==> src/sv/fnlm_pkg.sv <==
package fnlm_pkg;

    // grid geometry
    localparam int MAX_GRID = 1024;
    localparam int COL_W    = $clog2(MAX_GRID);
    localparam int SIZE_W   = COL_W + 1;
    localparam int SUM_W    = SIZE_W + 1;
    localparam int DEPTH_W  = 4;

    localparam logic [SIZE_W-1:0] SIZE_RESET = SIZE_W'(MAX_GRID);

    // result queue geometry
    localparam int QUEUE_DEPTH = 4;
    localparam int QPTR_W      = $clog2(QUEUE_DEPTH);
    localparam int QCNT_W      = QPTR_W + 1;

    // one result word
    typedef struct packed {
        logic [DEPTH_W-1:0] cell_depth;
        logic               is_cavity;
        logic               end_of_frame;
        logic               last;
    } t_result;

    // write port of a line store
    typedef struct packed {
        logic               we;
        logic [COL_W-1:0]   addr;
        logic [DEPTH_W-1:0] data;
    } t_line_wr;

endpackage

==> src/sv/fnlm_res_queue.sv <==
module fnlm_res_queue
    import fnlm_pkg::*;
(
    input  logic       i_clk,
    input  logic       i_rst_n,
    input  logic [1:0] i_push_n,
    input  t_result    i_word0,
    input  t_result    i_word1,
    output logic       o_full,
    output logic       o_valid,
    input  logic       i_stall,
    output t_result    o_word
);

    t_result           r_mem [QUEUE_DEPTH];
    logic [QPTR_W-1:0] r_wr;
    logic [QPTR_W-1:0] n_wr;
    logic [QPTR_W-1:0] r_rd;
    logic [QPTR_W-1:0] n_rd;
    logic [QCNT_W-1:0] r_count;
    logic [QCNT_W-1:0] n_count;
    logic [QPTR_W-1:0] w_wr_1;
    logic              w_pop;

    // pointer and fill bookkeeping
    always_comb begin
        w_pop   = (r_count != '0) && !i_stall;
        w_wr_1  = r_wr + QPTR_W'(1);
        n_wr    = r_wr + QPTR_W'(i_push_n);
        n_rd    = w_pop ? r_rd + QPTR_W'(1) : r_rd;
        n_count = r_count + QCNT_W'(i_push_n) - QCNT_W'(w_pop);
    end

    always_ff @(posedge i_clk) begin
        if (!i_rst_n) begin
            r_wr    <= '0;
            r_rd    <= '0;
            r_count <= '0;
        end else begin
            r_wr    <= n_wr;
            r_rd    <= n_rd;
            r_count <= n_count;
        end
    end

    // store up to two words per cycle
    always_ff @(posedge i_clk) begin
        if (i_push_n != 2'd0) begin
            r_mem[r_wr] <= i_word0;
        end
        if (i_push_n == 2'd2) begin
            r_mem[w_wr_1] <= i_word1;
        end
    end

    assign o_valid = (r_count != '0);
    assign o_word  = r_mem[r_rd];
    assign o_full  = (r_count > QCNT_W'(QUEUE_DEPTH - 2));

`ifndef SYNTH
    a_no_overflow: assert property (@(posedge i_clk) disable iff (!i_rst_n)
        (QCNT_W'(i_push_n) + r_count) <= QCNT_W'(QUEUE_DEPTH))
        else $error("result queue overflow");
    a_push_shows: assert property (@(posedge i_clk) disable iff (!i_rst_n)
        (i_push_n != 2'd0) |=> o_valid)
        else $error("pushed word not visible");
`endif

endmodule

==> config.mk <==
export PLATFORM = sky130hd
export DESIGN_NAME = fnlm_res_queue
export DESIGN_NICKNAME = d
export VERILOG_FILES = /design/src/sv/fnlm_pkg.sv /design/src/sv/fnlm_res_queue.sv
export SDC_FILE = /design/constraint.sdc
export NUM_CORES = 1
export LEC_CHECK = 0
export BUFFER_PORTS_ARGS = -buffer_cell sky130_fd_sc_hd__buf_2
export CAP_MARGIN = 20
export CELL_PAD_IN_SITES_DETAIL_PLACEMENT = 0
export CELL_PAD_IN_SITES_GLOBAL_PLACEMENT = 1
export CORE_MARGIN = 3
export CORE_UTILIZATION = 46
export DETAILED_ROUTE_END_ITERATION = 10
export PLACE_DENSITY_LB_ADDON = 0.12
export SYNTH_ARGS = -nofsm -noshare
export SYNTH_HDL_FRONTEND = slang
export SYNTH_SLANG_ARGS = --single-unit
==> constraint.sdc <==
create_clock -name i_clk -period 2.5 [get_ports i_clk]
set_clock_uncertainty 0.15 [all_clocks]
set_input_delay 0.125 -clock i_clk [delete_from_list [all_inputs] [get_ports i_clk]]
set_output_delay 0.125 -clock i_clk [all_outputs]
set_load 0.005 [all_outputs]
Yosys cells after proc, flatten, opt, wreduce, memory -nomap -nowiden
Memories as Yosys holds them, arrays and structs flattened. A register that Yosys moved wholly into a read port is not among the register bits.
Index checks and enable logic that the tools add are counted.

cells by class
  $add $sub $neg = 5
  reductions and logical operators = 4
  order comparisons = 1
  equal/unequal tests = 1
  muxes and demuxes = 6

operators with widths
  operator                                                               count
  2-bit by 1-bit adder with 2-bit output (second input constant)         2
  1-bit two-way mux                                                      4
  2-bit two-way mux                                                      2
  3-bit by 2-bit adder with 3-bit output                                 1
  3-bit by 2-bit > comparator with 1-bit output (second input constant)  1
  3-bit nonzero test                                                     1
  3-bit by 1-bit subtractor with 3-bit output                            1
  2-bit adder                                                            1
  2-bit equality test (second input constant)                            1
  2-bit nonzero test                                                     1
  1-bit logical AND                                                      1
  1-bit zero test                                                        1

word-level totals
  logic and storage cells = 21
  memories kept = 1
  output and inout bits = 9
  bits in registers = 7
  bits in writable memories = 28
  bits of input ports = 19

memories
  memory  words  bits a word  rd ports  clocked after memory_dff  wr ports  RTL line              source
  r_mem   4      7            1         1                         2         fnlm_res_queue.sv:15  t_result r_mem [QUEUE_DEPTH];

Longest topological paths before layout
Gate-level depths: netlist (run 1).

  depth after elaboration = 4
  depth in mapped cells = 9

Worst setup path before layout (run 1)
Ideal clock, no wire load.

  path type = reg-to-reg
  start = register r_count[2]
  end = register r_count[2]
  buffers on the path = 0
  arrival = 1.956 ns
  clock period less this slack = 2.221 ns
  stages on the path, launching flop included = 10
  slack = 0.279 ns
  library setup time = 0.115 ns
  cell sequence = dfxtp_1 nor3_1 nor2_1 ha_1 inv_1 ha_1 fa_1 xnor2_1 xnor2_1 and2_1

on the way
  longest elaborated chain between the ends = 3
  elaborated cells between the ends (all ways) = 4
  those cells by class = add/sub: 2; reduce/logical: 2

RTL lines
  element                                      RTL line              source
  start: declaration                           fnlm_res_queue.sv:20  logic [QCNT_W-1:0] r_count;
  start signal: assignment                     fnlm_res_queue.sv:42  r_count <= n_count;
  3-bit nonzero test                           fnlm_res_queue.sv:27  w_pop = (r_count != '0) && !i_stall;
  1-bit logical AND                            fnlm_res_queue.sv:27
  net w_pop                                    fnlm_res_queue.sv:23  logic w_pop;
  3-bit by 1-bit subtractor with 3-bit output  fnlm_res_queue.sv:31  n_count = r_count + QCNT_W'(i_push_n) - QCNT_W'(w_pop);

The timed path passes the listed nets, and every way through them passes these cells.
A chain may end at the register's enable or synchronous reset.

Worst setup path in the final report (run 1)
Ends and elaborated chain as after synthesis.

==> qor.txt, run 1 <==
Total CTS buffers: 5
Final hold violations: 0
CP endpoint kind: flop
Top cell type by total area after synthesis: edfxtp_1
Post-CTS sizing: 0
Die width: 69.7 um
Share of layout cells above drive strength 1: 0.490
Clk slew on worst S/H paths: 0.07 ns
CTS Hold Buffers Added: 0
Netlist Area Pre-Place: 1860 um^2
Flops & latches, synth: 37
Vias per std cell: 5.40
Crit path DAT: 2.23 ns
Largest net degree at the start of global routing: 12
Reg2Reg Capture Point: r_count[2]
RSZ-0062 raised after global routing: no
Input/output buffers: 27
DIE HEIGHT: 69.7 um
Ant diodes: 0
Cells on Worst Hold Path: 2
Hold slack final: 0.0109 ns
Die footprint: 4850 um^2
CORE AREA: 3770 um^2
Predominant post-synthesis flop cell: edfxtp_1
# IOs: 28
First-pass GRT wire length: 5900 um
Worst min path class: in -> reg
Cell Count, Final, Fillers Out: 203
Largest stage delay, worst path: 0.38 ns
Fmax: 0.452 GHz
Hold Crit Start: i_rst_n
Worst Setup SP: r_count[2]
Setup TNS: 0 ns
Remaining DRCs: 0
GRT Residual Overflow: 0
Slowest stage cell, crit path: fa_1
Vias: 1,096
Clk root buf: clkbuf_8
Clock sink count: 37
Initial DRC Count: 85
R2R Setup Slk: 0.29 ns
Worst Tran Pin Value: 0.609 ns
Slew margin rel.: 0.591
Crit-path cells: nor3_1 -> nor2_1 -> ha_1 -> inv_1 -> ha_1 -> fa_1 -> xnor2_1 -> xnor2_1 -> and2_1
Tcrit/Tclk final: 0.884
Overall Global Routing Usage: 0.162
PD cells: 789 nW/um^2
TritonCTS clock tree: yes
CTS H-tree lvls: 2
Setup CP Type: reg -> reg
Placement Setup Slack: 0.296 ns
Largest delay share family, worst path: adder cells
Design Area, Final: 2130 um^2
FP Rows: 22
Final WL: 3470 um
Setup violations, final: 0
Post-synth EDFFs: 28
P&R area growth vs syn: 14.2%
Placer Congestion: 0.731
PnR worst setup slack: 0.289 ns
Required time of the critical path: 2.52 ns
Period minus WS final: 2.21 ns
Pre-antenna DRT Iters: 4
Largest cells by area after synthesis: edfxtp_1 (45%), mux2_2 (17%), dfxtp_1 (9.7%), mux4_2 (8.5%), ha_1 (2.7%)
Dpl hpwl: 2460 um
DRT antenna net count: 0
# Post-CTS Setup Buffers: 0
Hold Path Sink: r_wr[0]
Synthesized area per cell: 15.3 um^2
Routed WL per cell: 17.1 um
Vias in the first global route: 1,173
Leakage power: 0.804 nW
DP Cell Count: 195
Worst vdd ir: 0.385 mV
Worst reg2reg path depth: 9
Cells after Synth: 122
Worst-path maximum fanout: 3
Crit path launch type: flop
Antenna violations before repair: 0
Status: complete, no violations
Nets@finish: 178
Ys Warns: 0
Count of cell types in the netlist: 30
Mapped Nets: 146
Worst-Skew Late Latency: 0.28 ns
Clk buf depth: 2
Initial Utilization: 0.494
Number of buffer and inverter stages on the critical path: 1
Seq/Total Area, Yosys: 0.548
Ys async rst share: 0
Worst r2r src: r_count[2]
Final Max Tran Viols: 0
Synth top area share: 0.451
Max-capacitance violation count: 0
Area after DPL: 2050 um^2
-- stage by stage --
stage | total power, mW | utilization
global route | 1.80 | 0.565
finish | 1.68 | 0.565
CTS | 1.71 | 0.565
detailed placement | 1.31 | 0.543
floorplan | 1.14 | -
global placement | 1.28 | 0.543
-- flip-flops by register name, indices dropped and copies added (netlist names), named ones only --
signal,cells
r_count,3
r_mem,28
r_rd,2
r_wr,2
-- logic make-up (layout without fill, tap and decap cells) --
kind of cell,Yosys count,after routing,share of synthesized area
compound gates,7,7,0.0255
xor+xnor,4,4,0.0188
fa+ha+maj,5,5,0.0376
buf+inv,13,46,0.0362
flops,37,37,0.548
mux,36,36,0.259
simple gates,20,20,0.0752
-- layout by cell type, fill, tap and decap left out --
cell type,instances
a21boi_0,2
a21o_1,2
a21oi_1,1
and2_1,5
and3b_1,1
and3b_2,1
buf_2,27
buf_4,4
clkbuf_1,2
clkbuf_8,5
clkinv_2,1
dfxtp_1,9
edfxtp_1,28
fa_1,1
ha_1,4
inv_1,7
mux2_2,28
mux2i_1,1
mux4_2,7
nand2_1,1
nand2b_1,1
nand3_2,1
nor2_1,4
nor2b_1,1
nor2b_2,1
nor3_1,1
nor3b_1,1
nor4_4,1
o21ai_0,1
o31ai_1,1
or3_1,1
xnor2_1,4
-- how the worst max path moves through the flow --
stage | slack [ns] | cells past startpoint | endpoint
finish | 0.29 | 9 | r_count[2]
global route | 0.14 | 9 | r_count[2]
CTS | 0.28 | 9 | r_count[2]
detailed placement | 0.30 | 9 | r_count[2]
global placement | 0.38 | 9 | r_count[2]
floorplan | 0.28 | 9 | r_count[2]
-- cell type report --
| cell class | instances | area, um^2 |
|---|---|---|
| fill | 319 | 1640 |
| inverter | 7 | 26.3 |
| sequential | 37 | 1020 |
| clock inverter | 1 | 5.00 |
| tap | 48 | 60.1 |
| multi-input combinational | 72 | 776 |
| timing repair buffer | 31 | 165 |
| clock buffer | 7 | 76.3 |
-- report_power, final --
group | total [mW] | internal [mW] | leakage (nW) | switching [mW]
Combinational | 0.461 | 0.265 | 0.425 | 0.197
Sequential | 0.831 | 0.759 | 0.337 | 0.0718
Clock | 0.387 | 0.195 | 0.0422 | 0.192
Total | 1.68 | 1.22 | 0.804 | 0.460
-- Yosys cell counts, types with 2 or more instances --
cell type,n
edfxtp_1,28
mux2_2,28
dfxtp_1,9
inv_1,7
mux4_2,7
and2_1,5
ha_1,4
nor2_1,4
xnor2_1,4
buf_2,3
a21boi_0,2
a21o_1,2
buf_6,2
-- layer usage --
metal  part of all wire  vias to the layer above  routed length (um)  global-route usage
met2               0.53                       28                1830               0.271
met4              0.018                        0                  64              0.0638
met5                  0                        -                   0                   0
met3              0.051                        6                 177              0.0507
li1                   -                      518                   -                   -
met1               0.40                      544                1400               0.194
(Power assumes the default switching activity.)
==> run 2, diff against run 1 <==
==> constraint.sdc (replaced) <==
create_clock -name i_clk -period 2.5 [get_ports i_clk]
set_clock_uncertainty 0.15 [all_clocks]
set_input_delay 0 -clock i_clk [delete_from_list [all_inputs] [get_ports i_clk]]
set_output_delay 0 -clock i_clk [all_outputs]
set_load 0.005 [all_outputs]
==> qor.txt, run 2 (synthesis results as in run 1) <==
Ant diodes: 0 (unchanged)
CTS H-tree lvls: 2 (unchanged)
Design Area, Final: 2370 um^2 (+11%)
Vias in the first global route: 1,301 (+11%)
Worst-path maximum fanout: 8 (+5)
Initial Utilization: 0.494 (unchanged)
Crit path DAT: 2.25 ns (+0.02 ns)
First-pass GRT wire length: 6310 um (+7.0%)
Cell Count, Final, Fillers Out: 227 (+12%)
Setup CP Type: reg -> reg
Setup TNS: 0 ns (unchanged)
PD cells: 725 nW/um^2 (-8.1%)
DP Cell Count: 195 (unchanged)
Die footprint: 4850 um^2 (unchanged)
Most frequent cells in the layout: mux2_2 (28), edfxtp_1 (28), buf_2 (27), dlygate4sd3_1 (24), dfxtp_1 (9)
P&R area growth vs syn: 27.1%
Max-capacitance violation count: 0 (unchanged)
Vias per std cell: 5.21 (-3.6%)
R2R Setup Slk: 0.13 ns (-0.16 ns)
Placer Congestion: 0.731 (about the same)
Placement Setup Slack: 0.297 ns (+0.000639 ns)
CP endpoint kind: flop
RSZ-0062 raised after global routing: no
Fmax: 0.422 GHz (-6.7%)
Antenna violations before repair: 0 (unchanged)
Largest net degree at the start of global routing: 12 (unchanged)
CORE AREA: 3770 um^2 (unchanged)
Final hold violations: 0 (unchanged)
Leakage power: 0.906 nW (+13%)
Period minus WS final: 2.37 ns (+0.158 ns)
Hold Path Sink: r_wr[0]
TritonCTS clock tree: yes
Hold Crit Start: i_push_n[0]
Overall Global Routing Usage: 0.173 (+0.0111)
Worst min path class: in -> reg
Remaining DRCs: 0 (unchanged)
DIE HEIGHT: 69.7 um (unchanged)
Clk root buf: clkbuf_8
Clock sink count: 37 (unchanged)
Total CTS buffers: 5 (unchanged)
Top Registers: r_mem: 28 flops, r_count: 3 flops
Setup violations, final: 0 (unchanged)
Vias: 1,182 (+7.8%)
Slew margin rel.: 0.589 (-0.00234)
Die width: 69.7 um (unchanged)
Clk buf depth: 2 (unchanged)
Routed WL per cell: 16.4 um (-4.0%)
Tcrit/Tclk final: 0.948 (+0.0631)
Final Max Tran Viols: 0 (unchanged)
Cells on Worst Hold Path: 3 (+1)
FP Rows: 22 (unchanged)
Pre-antenna DRT Iters: 4 (unchanged)
# IOs: 28 (unchanged)
Worst r2r src: r_wr[0]
DRT antenna net count: 0 (unchanged)
GRT Residual Overflow: 0 (unchanged)
Worst Tran Pin Value: 0.612 ns (+0.00348 ns)
Largest register FFs: 28 (unchanged)
Worst vdd ir: 0.408 mV (+6.2%)
Clk slew on worst S/H paths: 0.07 ns (about the same)
Input/output buffers: 27 (unchanged)
Share of layout cells above drive strength 1: 0.425 (-0.0657)
Area after DPL: 2050 um^2 (unchanged)
Crit path launch type: flop
Status: complete, no violations
Initial DRC Count: 86 (+1.2%)
Nets@finish: 202 (+13%)
Reg2Reg Capture Point: r_mem[1][1]
Dpl hpwl: 2450 um (-0.30%)
Worst reg2reg path depth: 3 (-6)
Required time of the critical path: 2.38 ns (-0.14 ns)
PnR worst setup slack: 0.131 ns (-0.158 ns)
Most flops, register: r_mem
Worst-Skew Late Latency: 0.28 ns (about the same)
Final WL: 3730 um (+7.4%)
==> run 2: cell types whose count changed in the layout (fill, tap and decap cells not counted) <==
cell	before	now
dlygate4sd3_1	0	24
==> run 2: routing by layer <==
| metal | share of wire | wire length (um) | track usage | up-vias |
|---|---|---|---|---|
| met3 | 0.047 | 176 | 0.0522 | 9 |
| li1 | - | - | - | 565 |
| met4 | 0.024 | 91 | 0.0638 | 0 |
| met1 | 0.39 | 1450 | 0.192 | 576 |
| met5 | 0 | 0 | 0 | - |
| met2 | 0.54 | 2010 | 0.310 | 32 |
==> run 2: worst max-delay path by stage <==
stage                     depth (start not counted)       start          end  slack, ns
after global placement                            9  r_count[2]   r_count[2]       0.38
after global routing                              3     r_wr[0]  r_mem[1][1]      0.008
after CTS                                         3     r_wr[1]  r_mem[1][1]       0.08
after detailed placement                          9  r_count[2]   r_count[2]       0.30
after floorplan                                   9  r_count[2]   r_count[2]       0.28
final                                             3     r_wr[0]  r_mem[1][1]       0.13
==> run 2: critical path, stage by stage (launching register included) <==
cell and delay [ns]:
dfxtp_1 0.40, nor4_4 0.61, mux2_2 0.40, dlygate4sd3_1 0.56
==> run 2: layout make-up <==
| class | instances | area, um^2 |
|---|---|---|
| Fill cell | 287 | 1400 |
| Timing Repair Buffer | 55 | 405 |
| Tap cell | 48 | 60.1 |
| Clock buffer | 7 | 76.3 |
| Sequential cell | 37 | 1020 |
| Multi-Input combinational cell | 72 | 776 |
| Inverter | 7 | 26.3 |
| Clock inverter | 1 | 5.00 |
==> run 2: per-stage QoR <==
| step | total power, mW | utilization | hold WS [ns] |
|---|---|---|---|
| 2_1_floorplan | 1.14 | - | -0.0283 |
| 3_5_place_dp | 1.31 | 0.543 | 0.184 |
| 6_report | 1.72 | 0.628 | 0.0263 |
| 3_3_place_gp | 1.28 | 0.543 | 0.167 |
| 4_1_cts | 1.74 | 0.628 | 0.0244 |
| 5_1_grt | 1.84 | 0.628 | 0.0508 |
==> run 2: timing repair <==
| item | CTS | global route |
|---|---|---|
| gates resized for setup | 0 | 0 |
| setup buffers | 0 | 0 |
| hold endpoints to repair | 37 | 0 |
| hold buffers | 24 | 0 |
| endpoints found under the setup margin | 0 | 1 |
==> run 2: power by group <==
part	leakage [nW]	switching (mW)	internal, mW
sequential	0.337	0.0701	0.759
clock	0.0422	0.192	0.195
combinational	0.527	0.205	0.296
total	0.906	0.467	1.25
==> run 3, diff against run 2 <==
- RECOVER_POWER: default -> 50
==> qor.txt, run 3 (synthesis results as in run 1) <==
Status: complete, no violations
Setup TNS: 0 ns (unchanged)
Largest register FFs: 28 (unchanged)
Nets@finish: 202 (unchanged)
GRT Residual Overflow: 0 (unchanged)
Worst Tran Pin Value: 0.615 ns (+0.00239 ns)
Setup violations, final: 0 (unchanged)
Pre-antenna DRT Iters: 4 (unchanged)
Required time of the critical path: 2.39 ns (about the same)
Reg2Reg Capture Point: r_mem[0][3]
CTS H-tree lvls: 2 (unchanged)
Slowest stage cell, crit path: dlygate4sd3_1
P&R area growth vs syn: 25.9%
Crit path launch type: flop
R2R Setup Slk: 0.14 ns (about the same)
PD cells: 725 nW/um^2 (about the same)
Ant diodes: 0 (unchanged)
Clk root buf: clkbuf_8
Worst reg2reg path depth: 3 (unchanged)
Routed WL per cell: 16.5 um (+0.43%)
Most flops, register: r_mem
Largest delay share family, worst path: buffers and inverters
DIE HEIGHT: 69.7 um (unchanged)
Worst vdd ir: 0.404 mV (-1.2%)
Final WL: 3750 um (+0.43%)
FP Rows: 22 (unchanged)
Final Max Tran Viols: 0 (unchanged)
Worst-Skew Late Latency: 0.28 ns (about the same)
Slew margin rel.: 0.587 (-0.00160)
Vias in the first global route: 1,301 (unchanged)
Initial Utilization: 0.494 (unchanged)
FF/Latch Area: 1020 um^2 (unchanged)
Total CTS buffers: 5 (unchanged)
Worst r2r src: r_wr[1]
Initial DRC Count: 75 (-13%)
Antenna violations before repair: 0 (unchanged)
# Post-CTS Setup Buffers: 0 (unchanged)
Worst min path class: in -> reg
DRT antenna net count: 0 (unchanged)
Most frequent cells in the layout: mux2_2 (28), edfxtp_1 (28), buf_2 (26), dlygate4sd3_1 (24), dfxtp_1 (9)
Die footprint: 4850 um^2 (unchanged)
Leakage power: 0.887 nW (-2.1%)
Largest stage delay, worst path: 0.56 ns (-0.05 ns)
Worst-path maximum fanout: 9 (+1)
Max-capacitance violation count: 0 (unchanged)
RSZ-0062 raised after global routing: no
Fillcell total: 291 (+1.4%)
Dpl hpwl: 2450 um (unchanged)
PnR worst setup slack: 0.141 ns (+0.0101 ns)
Number of buffer and inverter stages on the critical path: 1 (unchanged)
Period minus WS final: 2.36 ns (-0.0101 ns)
Crit path DAT: 2.24 ns (about the same)
Multi-input logic area: 769 um^2 (-0.81%)
Largest net degree at the start of global routing: 12 (unchanged)
Clk buf depth: 2 (unchanged)
Overall Global Routing Usage: 0.173 (unchanged)
Placer Congestion: 0.731 (unchanged)
Cells on Worst Hold Path: 3 (unchanged)
Tcrit/Tclk final: 0.943 (-0.00406)
TritonCTS clock tree: yes
Share of layout cells above drive strength 1: 0.385 (-0.0391)
Fmax: 0.424 GHz (+0.43%)
Hold Crit Start: i_push_n[0]
Clk slew on worst S/H paths: 0.07 ns (about the same)
Setup CP Type: reg -> reg
# IOs: 28 (unchanged)
Clock sink count: 37 (unchanged)
Top Registers: r_mem: 28 flops, r_count: 3 flops
Placement Setup Slack: 0.297 ns (unchanged)
Input/output buffers: 27 (unchanged)
Remaining DRCs: 0 (unchanged)
Vias per std cell: 5.12 (-1.7%)
Vias: 1,162 (-1.7%)
CP endpoint kind: flop
First-pass GRT wire length: 6310 um (unchanged)
Die width: 69.7 um (unchanged)
Crit-path cells: nand3_1 -> mux2_2 -> dlygate4sd3_1
CORE AREA: 3770 um^2 (unchanged)
Hold Path Sink: r_count[0]
Final hold violations: 0 (unchanged)
-- run 3: cell count changes in the layout (fill, tap and decap cells not counted), sizes merged --
| cell | change |
|---|---|
| buf | -5 |
| clkbuf | +5 |
-- run 3: power breakdown --
| part | total, mW | internal [mW] | switching [mW] |
|---|---|---|---|
| clock | 0.388 | 0.195 | 0.192 |
| sequential | 0.829 | 0.759 | 0.0699 |
| combinational | 0.484 | 0.279 | 0.205 |
| total | 1.70 | 1.23 | 0.467 |
-- run 3: area by class of cell --
type,count,area share
Clock inverter,1,0.00213
Sequential cell,37,0.435
Inverter,7,0.0112
Tap cell,48,0.0256
Clock buffer,7,0.0325
Timing Repair Buffer,55,0.166
Multi-Input combinational cell,72,0.328
-- run 3: worst max path at each step --
stage	startpoint	endpoint	slack, ns	cells past startpoint
floorplan	r_count[2]	r_count[2]	0.28	9
global placement	r_count[2]	r_count[2]	0.38	9
detailed placement	r_count[2]	r_count[2]	0.30	9
CTS	r_wr[1]	r_mem[1][1]	0.08	3
global route	r_wr[0]	r_mem[1][1]	0.02	3
finish	r_wr[1]	r_mem[0][3]	0.14	3
-- run 3: metal layers --
layer / routed length [um] / vias to the layer above / GRT usage
met5: 0 / - / 0
met4: 90 / 0 / 0.0638
met3: 154 / 9 / 0.0522
met2: 2020 / 26 / 0.310
met1: 1480 / 563 / 0.192
li1: - / 564 / -
-- run 3: what timing repair did --
| item | CTS | global route |
|---|---|---|
| endpoints found under the hold margin | 37 | 0 |
| hold buffers | 24 | 0 |
| setup endpoints to repair | 0 | 1 |
| resized for setup | 0 | 0 |
-- run 3: worst min-delay path, cell delays in order --
cell and delay [ns]:
buf_2 0.17, ha_1 0.15, and2_1 0.11
-- run 3: stage by stage --
step / instance area (um^2) / power (mW) / util / std cells / hold slack [ns]
final: 2350 / 1.70 / 0.622 / 227 / 0.0250
after global routing: 2350 / 1.82 / 0.622 / 227 / 0.0508
after CTS: 2370 / 1.74 / 0.628 / 227 / 0.0244
after detailed placement: 2050 / 1.31 / 0.543 / 195 / 0.184
after global placement: 2050 / 1.28 / 0.543 / 195 / 0.167
after floorplan: 1860 / 1.14 / - / 122 / -0.0283
